<file path="src/hdl/fwrl_pkg.sv">
// Package for the fixed-window three-class rate limiter.
// Request and result payload types, configuration register indexes and widths.
// No dependencies.
package fwrl_pkg;

  localparam int unsigned TimeW  = 48;
  localparam int unsigned CountW = 32;
  localparam int unsigned CfgIdxW = 8;
  localparam int unsigned CfgDataW = 32;

  typedef enum logic [CfgIdxW-1:0] {
    CFG_TOTAL_LIMIT     = 8'd0,
    CFG_TRADING_LIMIT   = 8'd1,
    CFG_HEARTBEAT_LIMIT = 8'd2,
    CFG_WINDOW_LENGTH   = 8'd3
  } cfg_reg_e;

  typedef enum logic {
    KIND_SEND  = 1'b0,
    KIND_CLEAR = 1'b1
  } req_kind_e;

  localparam logic [CountW-1:0] LimitReset  = 32'd1;
  localparam logic [CountW-1:0] WindowReset = 32'd1000;

  typedef struct packed {
    logic             kind;
    logic [TimeW-1:0] now_time;
    logic             count_total;
    logic             count_trading;
    logic             count_heartbeat;
  } fwrl_req_t;

  typedef struct packed {
    logic              allowed;
    logic              total_violation;
    logic              trading_violation;
    logic              heartbeat_violation;
    logic [TimeW-1:0]  retry_after;
    logic [CountW-1:0] total_count;
    logic [CountW-1:0] trading_count;
    logic [CountW-1:0] heartbeat_count;
  } fwrl_rsp_t;

  // A limit or length written as zero behaves as one.
  function automatic logic [CountW-1:0] at_least_one(input logic [CountW-1:0] v);
    at_least_one = (v == '0) ? {{(CountW-1){1'b0}}, 1'b1} : v;
  endfunction

endpackage

</file>
<file path="src/hdl/fixed_window_three_class_rate_limiter_unit.sv">
// Fixed-window three-class rate limiter, top level.
// Input request register, combinational decision logic, result register.
// Depends on fwrl_pkg.

// Takes one request per clock cycle unless a send request is held by a full result
// register. A send request's result passes from the input register to the result register;
// a clear request gives none.
// The window and counter update is combinational compare and increment logic feeding
// back into the state registers, which sets the one-per-cycle rate. The result register
// decouples the two sides: the input register can take a request while a result waits.
// Configuration writes are always accepted and take effect on the next cycle.
module fixed_window_three_class_rate_limiter_unit
  import fwrl_pkg::*;
(
  input  logic                clk_i,
  input  logic                rst_ni,
  input  logic                in_valid_i,
  output logic                in_ready_o,
  input  fwrl_req_t           in_req_i,
  output logic                out_valid_o,
  input  logic                out_ready_i,
  output fwrl_rsp_t           out_rsp_o,
  input  logic                cfg_valid_i,
  output logic                cfg_ready_o,
  input  logic [CfgIdxW-1:0]  cfg_index_i,
  input  logic [CfgDataW-1:0] cfg_data_i
);

  logic [CountW-1:0] tot_lim_q, trd_lim_q, hb_lim_q, win_len_q;

  logic              req_valid_q;
  fwrl_req_t         req_q;
  logic              out_valid_q;
  fwrl_rsp_t         out_q;

  logic [TimeW-1:0]  win_start_q, win_start_d;
  logic [CountW-1:0] tot_q, trd_q, hb_q;
  logic [CountW-1:0] tot_d, trd_d, hb_d;

  logic              advance;
  logic              is_clear;
  logic [TimeW-1:0]  now_m;
  logic [TimeW-1:0]  elapsed;
  logic              expired, restart;
  logic [CountW-1:0] tot_b, trd_b, hb_b;
  logic              viol_tot, viol_trd, viol_hb, allow;
  fwrl_rsp_t         rsp_d;

  assign cfg_ready_o = 1'b1;

  always_ff @(posedge clk_i or negedge rst_ni) begin
    if (!rst_ni) begin
      tot_lim_q <= LimitReset;
      trd_lim_q <= LimitReset;
      hb_lim_q  <= LimitReset;
      win_len_q <= WindowReset;
    end else if (cfg_valid_i) begin
      case (cfg_reg_e'(cfg_index_i))
        CFG_TOTAL_LIMIT:     tot_lim_q <= at_least_one(cfg_data_i);
        CFG_TRADING_LIMIT:   trd_lim_q <= at_least_one(cfg_data_i);
        CFG_HEARTBEAT_LIMIT: hb_lim_q  <= at_least_one(cfg_data_i);
        CFG_WINDOW_LENGTH:   win_len_q <= at_least_one(cfg_data_i);
        default: ;
      endcase
    end
  end

  // Handshake: a clear request needs no room in the result register.
  assign is_clear   = (req_q.kind == KIND_CLEAR);
  assign advance    = req_valid_q && (is_clear || !out_valid_q || out_ready_i);
  assign in_ready_o = !req_valid_q || advance;

  always_ff @(posedge clk_i or negedge rst_ni) begin
    if (!rst_ni) begin
      req_valid_q <= 1'b0;
    end else if (in_ready_o) begin
      req_valid_q <= in_valid_i;
    end
  end

  always_ff @(posedge clk_i) begin
    if (in_valid_i && in_ready_o) begin
      req_q <= in_req_i;
    end
  end

  // Window logic
  assign now_m   = req_q.now_time;
  assign elapsed = now_m - win_start_q;
  assign expired = (now_m >= win_start_q) && (elapsed >= TimeW'(win_len_q));
  assign restart = (tot_q == '0) || expired;

  assign win_start_d = restart ? now_m : win_start_q;
  assign tot_b       = restart ? '0 : tot_q;
  assign trd_b       = restart ? '0 : trd_q;
  assign hb_b        = restart ? '0 : hb_q;

  // Priority: total, trading, heartbeat
  assign viol_tot = req_q.count_total && (tot_b >= tot_lim_q);
  assign viol_trd = !viol_tot && req_q.count_trading && (trd_b >= trd_lim_q);
  assign viol_hb  = !viol_tot && !viol_trd && req_q.count_heartbeat && (hb_b >= hb_lim_q);
  assign allow    = !(viol_tot || viol_trd || viol_hb);

  assign tot_d = (allow && req_q.count_total && (tot_b != '1)) ? tot_b + 1'b1 : tot_b;
  assign trd_d = (allow && req_q.count_trading && (trd_b != '1)) ? trd_b + 1'b1 : trd_b;
  assign hb_d  = (allow && req_q.count_heartbeat && (hb_b != '1)) ? hb_b + 1'b1 : hb_b;

  always_comb begin
    rsp_d                     = '0;
    rsp_d.allowed             = allow;
    rsp_d.total_violation     = viol_tot;
    rsp_d.trading_violation   = viol_trd;
    rsp_d.heartbeat_violation = viol_hb;
    rsp_d.retry_after         = allow ? '0 :
                                win_start_d + TimeW'(win_len_q) - now_m;
    rsp_d.total_count         = tot_d;
    rsp_d.trading_count       = trd_d;
    rsp_d.heartbeat_count     = hb_d;
  end

  always_ff @(posedge clk_i or negedge rst_ni) begin
    if (!rst_ni) begin
      win_start_q <= '0;
      tot_q       <= '0;
      trd_q       <= '0;
      hb_q        <= '0;
    end else if (advance) begin
      if (is_clear) begin
        win_start_q <= '0;
        tot_q       <= '0;
        trd_q       <= '0;
        hb_q        <= '0;
      end else begin
        win_start_q <= win_start_d;
        tot_q       <= tot_d;
        trd_q       <= trd_d;
        hb_q        <= hb_d;
      end
    end
  end

  always_ff @(posedge clk_i or negedge rst_ni) begin
    if (!rst_ni) begin
      out_valid_q <= 1'b0;
    end else if (advance && !is_clear) begin
      out_valid_q <= 1'b1;
    end else if (out_ready_i) begin
      out_valid_q <= 1'b0;
    end
  end

  always_ff @(posedge clk_i) begin
    if (advance && !is_clear) begin
      out_q <= rsp_d;
    end
  end

  assign out_valid_o = out_valid_q;
  assign out_rsp_o   = out_q;

`ifndef NO_ASSERTIONS
  a_one_reason: assert property (@(posedge clk_i) disable iff (!rst_ni)
    out_valid_o |-> ($onehot0({out_rsp_o.total_violation, out_rsp_o.trading_violation,
                               out_rsp_o.heartbeat_violation}) &&
                     (out_rsp_o.allowed == !(out_rsp_o.total_violation ||
                                             out_rsp_o.trading_violation ||
                                             out_rsp_o.heartbeat_violation))))
    else $error("result violation flags inconsistent");

  a_allow_no_retry: assert property (@(posedge clk_i) disable iff (!rst_ni)
    (out_valid_o && out_rsp_o.allowed) |-> (out_rsp_o.retry_after == '0))
    else $error("allowed result carries a retry time");

  a_clear_state: assert property (@(posedge clk_i) disable iff (!rst_ni)
    (advance && is_clear) |=> (tot_q == '0 && trd_q == '0 && hb_q == '0 &&
                              win_start_q == '0))
    else $error("clear request left window state");

  a_clear_no_result: assert property (@(posedge clk_i) disable iff (!rst_ni)
    (advance && is_clear && !out_valid_q) |=> !out_valid_q)
    else $error("clear request produced a result");
`endif

endmodule

</file>
<file path="config.mk">
export PLATFORM = sky130hd
export DESIGN_NAME = fixed_window_three_class_rate_limiter_unit
export DESIGN_NICKNAME = d
export VERILOG_FILES = /design/src/hdl/fwrl_pkg.sv /design/src/hdl/fixed_window_three_class_rate_limiter_unit.sv
export SDC_FILE = /design/constraint.sdc
export NUM_CORES = 1
export LEC_CHECK = 0
export ABC_CLOCK_PERIOD_IN_PS = 14400
export BUFFER_PORTS_ARGS = -buffer_cell sky130_fd_sc_hd__buf_2
export CORE_ASPECT_RATIO = 1.25
export CORE_MARGIN = 3
export CORE_UTILIZATION = 60
export CTS_CLUSTER_DIAMETER = 40
export CTS_CLUSTER_SIZE = 25
export DETAILED_ROUTE_END_ITERATION = 8
export HOLD_SLACK_MARGIN = 0.03
export PLACE_DENSITY = 0.8
export REMOVE_ABC_BUFFERS = 1
export SYNTH_ARGS = -nofsm -noshare
export SYNTH_HDL_FRONTEND = slang
export SYNTH_SLANG_ARGS = --single-unit
</file>
<file path="constraint.sdc">
create_clock -name clk_i -period 14.4 [get_ports clk_i]
set_input_delay 1.44 -clock clk_i [delete_from_list [all_inputs] [get_ports clk_i]]
set_output_delay 1.44 -clock clk_i [all_outputs]
set_load 0.005 [all_outputs]
</file>
==> impl_results.md <==
* Top-area cell type share of the netlist area at 0.214
* Vias in the first global route at 26400
* Critical path startpoint category: register
* Drt via density at about 6.4
* Commonest non-fill, non-tap cell in the layout: inv_1
* Worst hold path type: reg2reg
* Synth Area in Simple Gates at 0.156
* Final Cycle Share at 0.788
* Netlist cell types at 97
* LEAKAGE at ~16 nW
* GPL Wtd Cong at 1.01
* Max Freq at 88.1 MHz
* Total GRT Usage at 0.337
* Top area cells in the synthesized netlist: dfrtp_1 (21%), edfxtp_1 (19%), ha_1 (9.8%)
* Area of the multi-input gates at 0.0163 mm²
* Via count at 26300
* Worst path slowest cell: nor2_4
* Total power at 4.47 mW
* Critical setup path kind: reg2reg
* DP Wirelength at 67400 µm
* Worst VDD drop at between 0.0001 and 0.00015 V
* First-pass DRT Iterations at 7
* Fin nets at around 3800
* Routed wire length at 93500 µm
* Adder-cell share of the synthesized area at 0.119
* Internal at 2.85 mW
* Area growth syn-to-layout at 12.1%
* Delay of the slowest critical-path stage at around 700 ps
* Global-route wire length before repair at 145000 µm
* Die width at 209 µm
* Power Density at 129 mW/mm²
* Clk buf depth at 3
* Chip height at 260 µm
* # H-tree levels at 2
* Clk pwr share at 0.343
* Fin crit period at roughly 11000 ps
* Slew Limit Fails at 0
* Post-CTS sizing at 0
* DR WL/cell at 22.6 µm
* # setup viols final at 0
* Post-CTS setup buffers at 0
* Fillers at 3891
* Antenna violations before repair at 3
* CTS tree: done
* Largest family of logic cells by synthesized area: compound AO/OA/AOI/OAI gates
* Synth Area per Inst at 9.51 µm²
* Post-synthesis register bit count at 474
* Placed Cells at around 4000
* CP Capture Type: register
* Worst EP required at 14750 ps
* Net Switching at 1.62 mW
* Share of synthesized area spent on multiplexers at 0.0389
* EDFF count, synth at 200
* Sequential Area at 0.0129 mm²
* Number of max-cap violations at 0
* Unrepaired setup endpoints after global routing: false
* Outcome: completed
* Asr flop ratio synth at 0.578
* Row count at 92
* Mapped cell area at 0.0310 mm²
* CTS sink count at roughly 470
* Yosys warns at 0
* Layout Cells excl Fill at 4146
* Residual DRC at 0
* Cts hold-fix bufs at 0
* Total CTS buffers at 60
* Fin worst setup slack at between 3000 and 4000 ps
* Flop pwr share at 0.349
* Synthesized instance count at 3257
* Sequential-to-total area share from yosys stat at 0.416
* Initial Util at 0.610
* Worst-margin pin slew at 1190 ps
* Worst skew pair latency at 640 ps
* Comb pwr share at 0.309
* Critical path arrival at 11700 ps
* Commonest non-fill, non-tap cells in the layout: inv_1 (322), dfrtp_1 (265), a21oi_1 (259), buf_2 (245), ha_1 (242)
* Worst Skew at 35.5 ps
* Predominant post-synthesis flop cell: dfrtp_1
* Post-DRT Antenna Nets at 0
* Drt initial violations at 2303
* Port bufs at ~250
* Share of layout cells above drive strength 1 at 0.155
* Setup tns final at 0 ps
* Largest net degree at the start of global routing at 170
* CP max FO at 80
* Core box area at 0.0508 mm²
* Die area at 0.0544 mm²
* Synth Area in XOR/XNOR at 0.0449
* Switching portion of total power at 0.362
* Io pins at 248
* Global route overflow at 0
* Pre-CTS WS at 3180 ps
* Clock root cell: clkbuf_16
* Clock-pin slew on the worst setup and hold paths at 70 ps
* Fin. Hold Viols at 0
* Max-Slew Margin vs Limit at 0.201
* Post-synth top area cell: dfrtp_1
* Complex-gate fraction of the synthesized area at 0.164
-- critical path, delay by kind of cell, from the launching register on --
family	cells	cell delay, ps
compound gates	20	5610
xor+xnor	2	350
fa+ha+maj	3	890
buf+inv	2	710
flops	1	450
simple gates	11	2840
-- final cells by class --
class                      instances  share of cell area
sequential                       474               0.371
clock buffer                      67              0.0461
inverter                         323              0.0351
multi-input combinational       2306               0.469
timing repair buffer             271              0.0415
clock inverter                    46              0.0138
tap                              658              0.0237
antenna                            1           0.0000721
-- stage by stage --
stage                      util  hold slack, ps  cell area [µm²]
after global routing      0.684             513            34700
after detailed placement  0.643             491            32600
after CTS                 0.684             507            34700
after floorplan               -             472            30300
after global placement    0.643             488            32600
final                     0.684             505            34700
-- power groups by stage --
stage / clock (mW) / combinational [mW] / sequential [mW]
after CTS: 1.55 / 1.36 / 1.56
after global routing: 1.61 / 1.51 / 1.57
after floorplan: 0 / 0.910 / 1.58
final: 1.53 / 1.38 / 1.56
after detailed placement: 0 / 1.35 / 1.58
after global placement: 0 / 1.32 / 1.58
-- final timing paths --
kind	from	slack, ps	cells past startpoint	to
max in group asynchronous	rst_ni	11980	2	tot_q[25]
min in group asynchronous	rst_ni	880	1	out_valid_o
worst max-delay path	now_m[1]	3050	38	out_rsp_o[76]
worst max register to register	now_m[1]	3050	38	out_rsp_o[76]
worst min-delay path	trd_lim_q[17]	500	1	trd_lim_q[17]
worst min register to register	trd_lim_q[17]	500	1	trd_lim_q[17]
-- sequential cells by signal, indices dropped and copies added, names as in the netlist --
name	flops
req_valid_q	1
tot_q	32
win_start_q	48
win_len_q	32
trd_lim_q	32
is_clear	1
out_rsp_o	148
hb_q	32
tot_lim_q	32
trd_q	32
now_m	48
req_q	3
hb_lim_q	32
out_valid_o	1
-- cells by family after synthesis --
family                     after synthesis
and+or+nand+nor                        953
AOI/OAI and AO/OA                      812
buffers and inverters                  477
DFF                                    474
adders and majority gates              275
xor gates and xnor gates               157
muxes                                  108
other                                    1
-- Yosys cell counts, types with 13 or more instances --
library cell  count
clkbuf_1         98
or3_1            42
o22ai_1          37
nand3_1          92
ha_1            242
nand2_1         207
a21o_1           74
o21ai_0         186
a31oi_1          30
o21a_1           22
nor4_1           25
o31ai_1          14
nor2b_1          25
o211ai_1         14
o21ai_1          13
buf_2            38
mux2_2          100
nand4_1          56
nand2b_1         23
nor3_1           50
dfrtp_1         265
and2_1           80
a21oi_1         260
xnor2_1         115
nor3b_1          18
xor2_1           41
and3_1           58
edfxtp_1        200
fa_1             33
o21bai_1         16
nor2_1          228
a22o_1           28
inv_1           323
-- routing by layer --
| layer | vias to the layer above | GRT usage | part of all wire |
|---|---|---|---|
| met5 | - | 0 | 0.00017 |
| met1 | 12800 | 0.405 | 0.37 |
| met4 | 2 | 0.184 | 0.061 |
| met3 | 349 | 0.0509 | 0.078 |
| met2 | 1257 | 0.581 | 0.49 |
| li1 | 12000 | - | - |
Power figures use the tool's default switching activity.
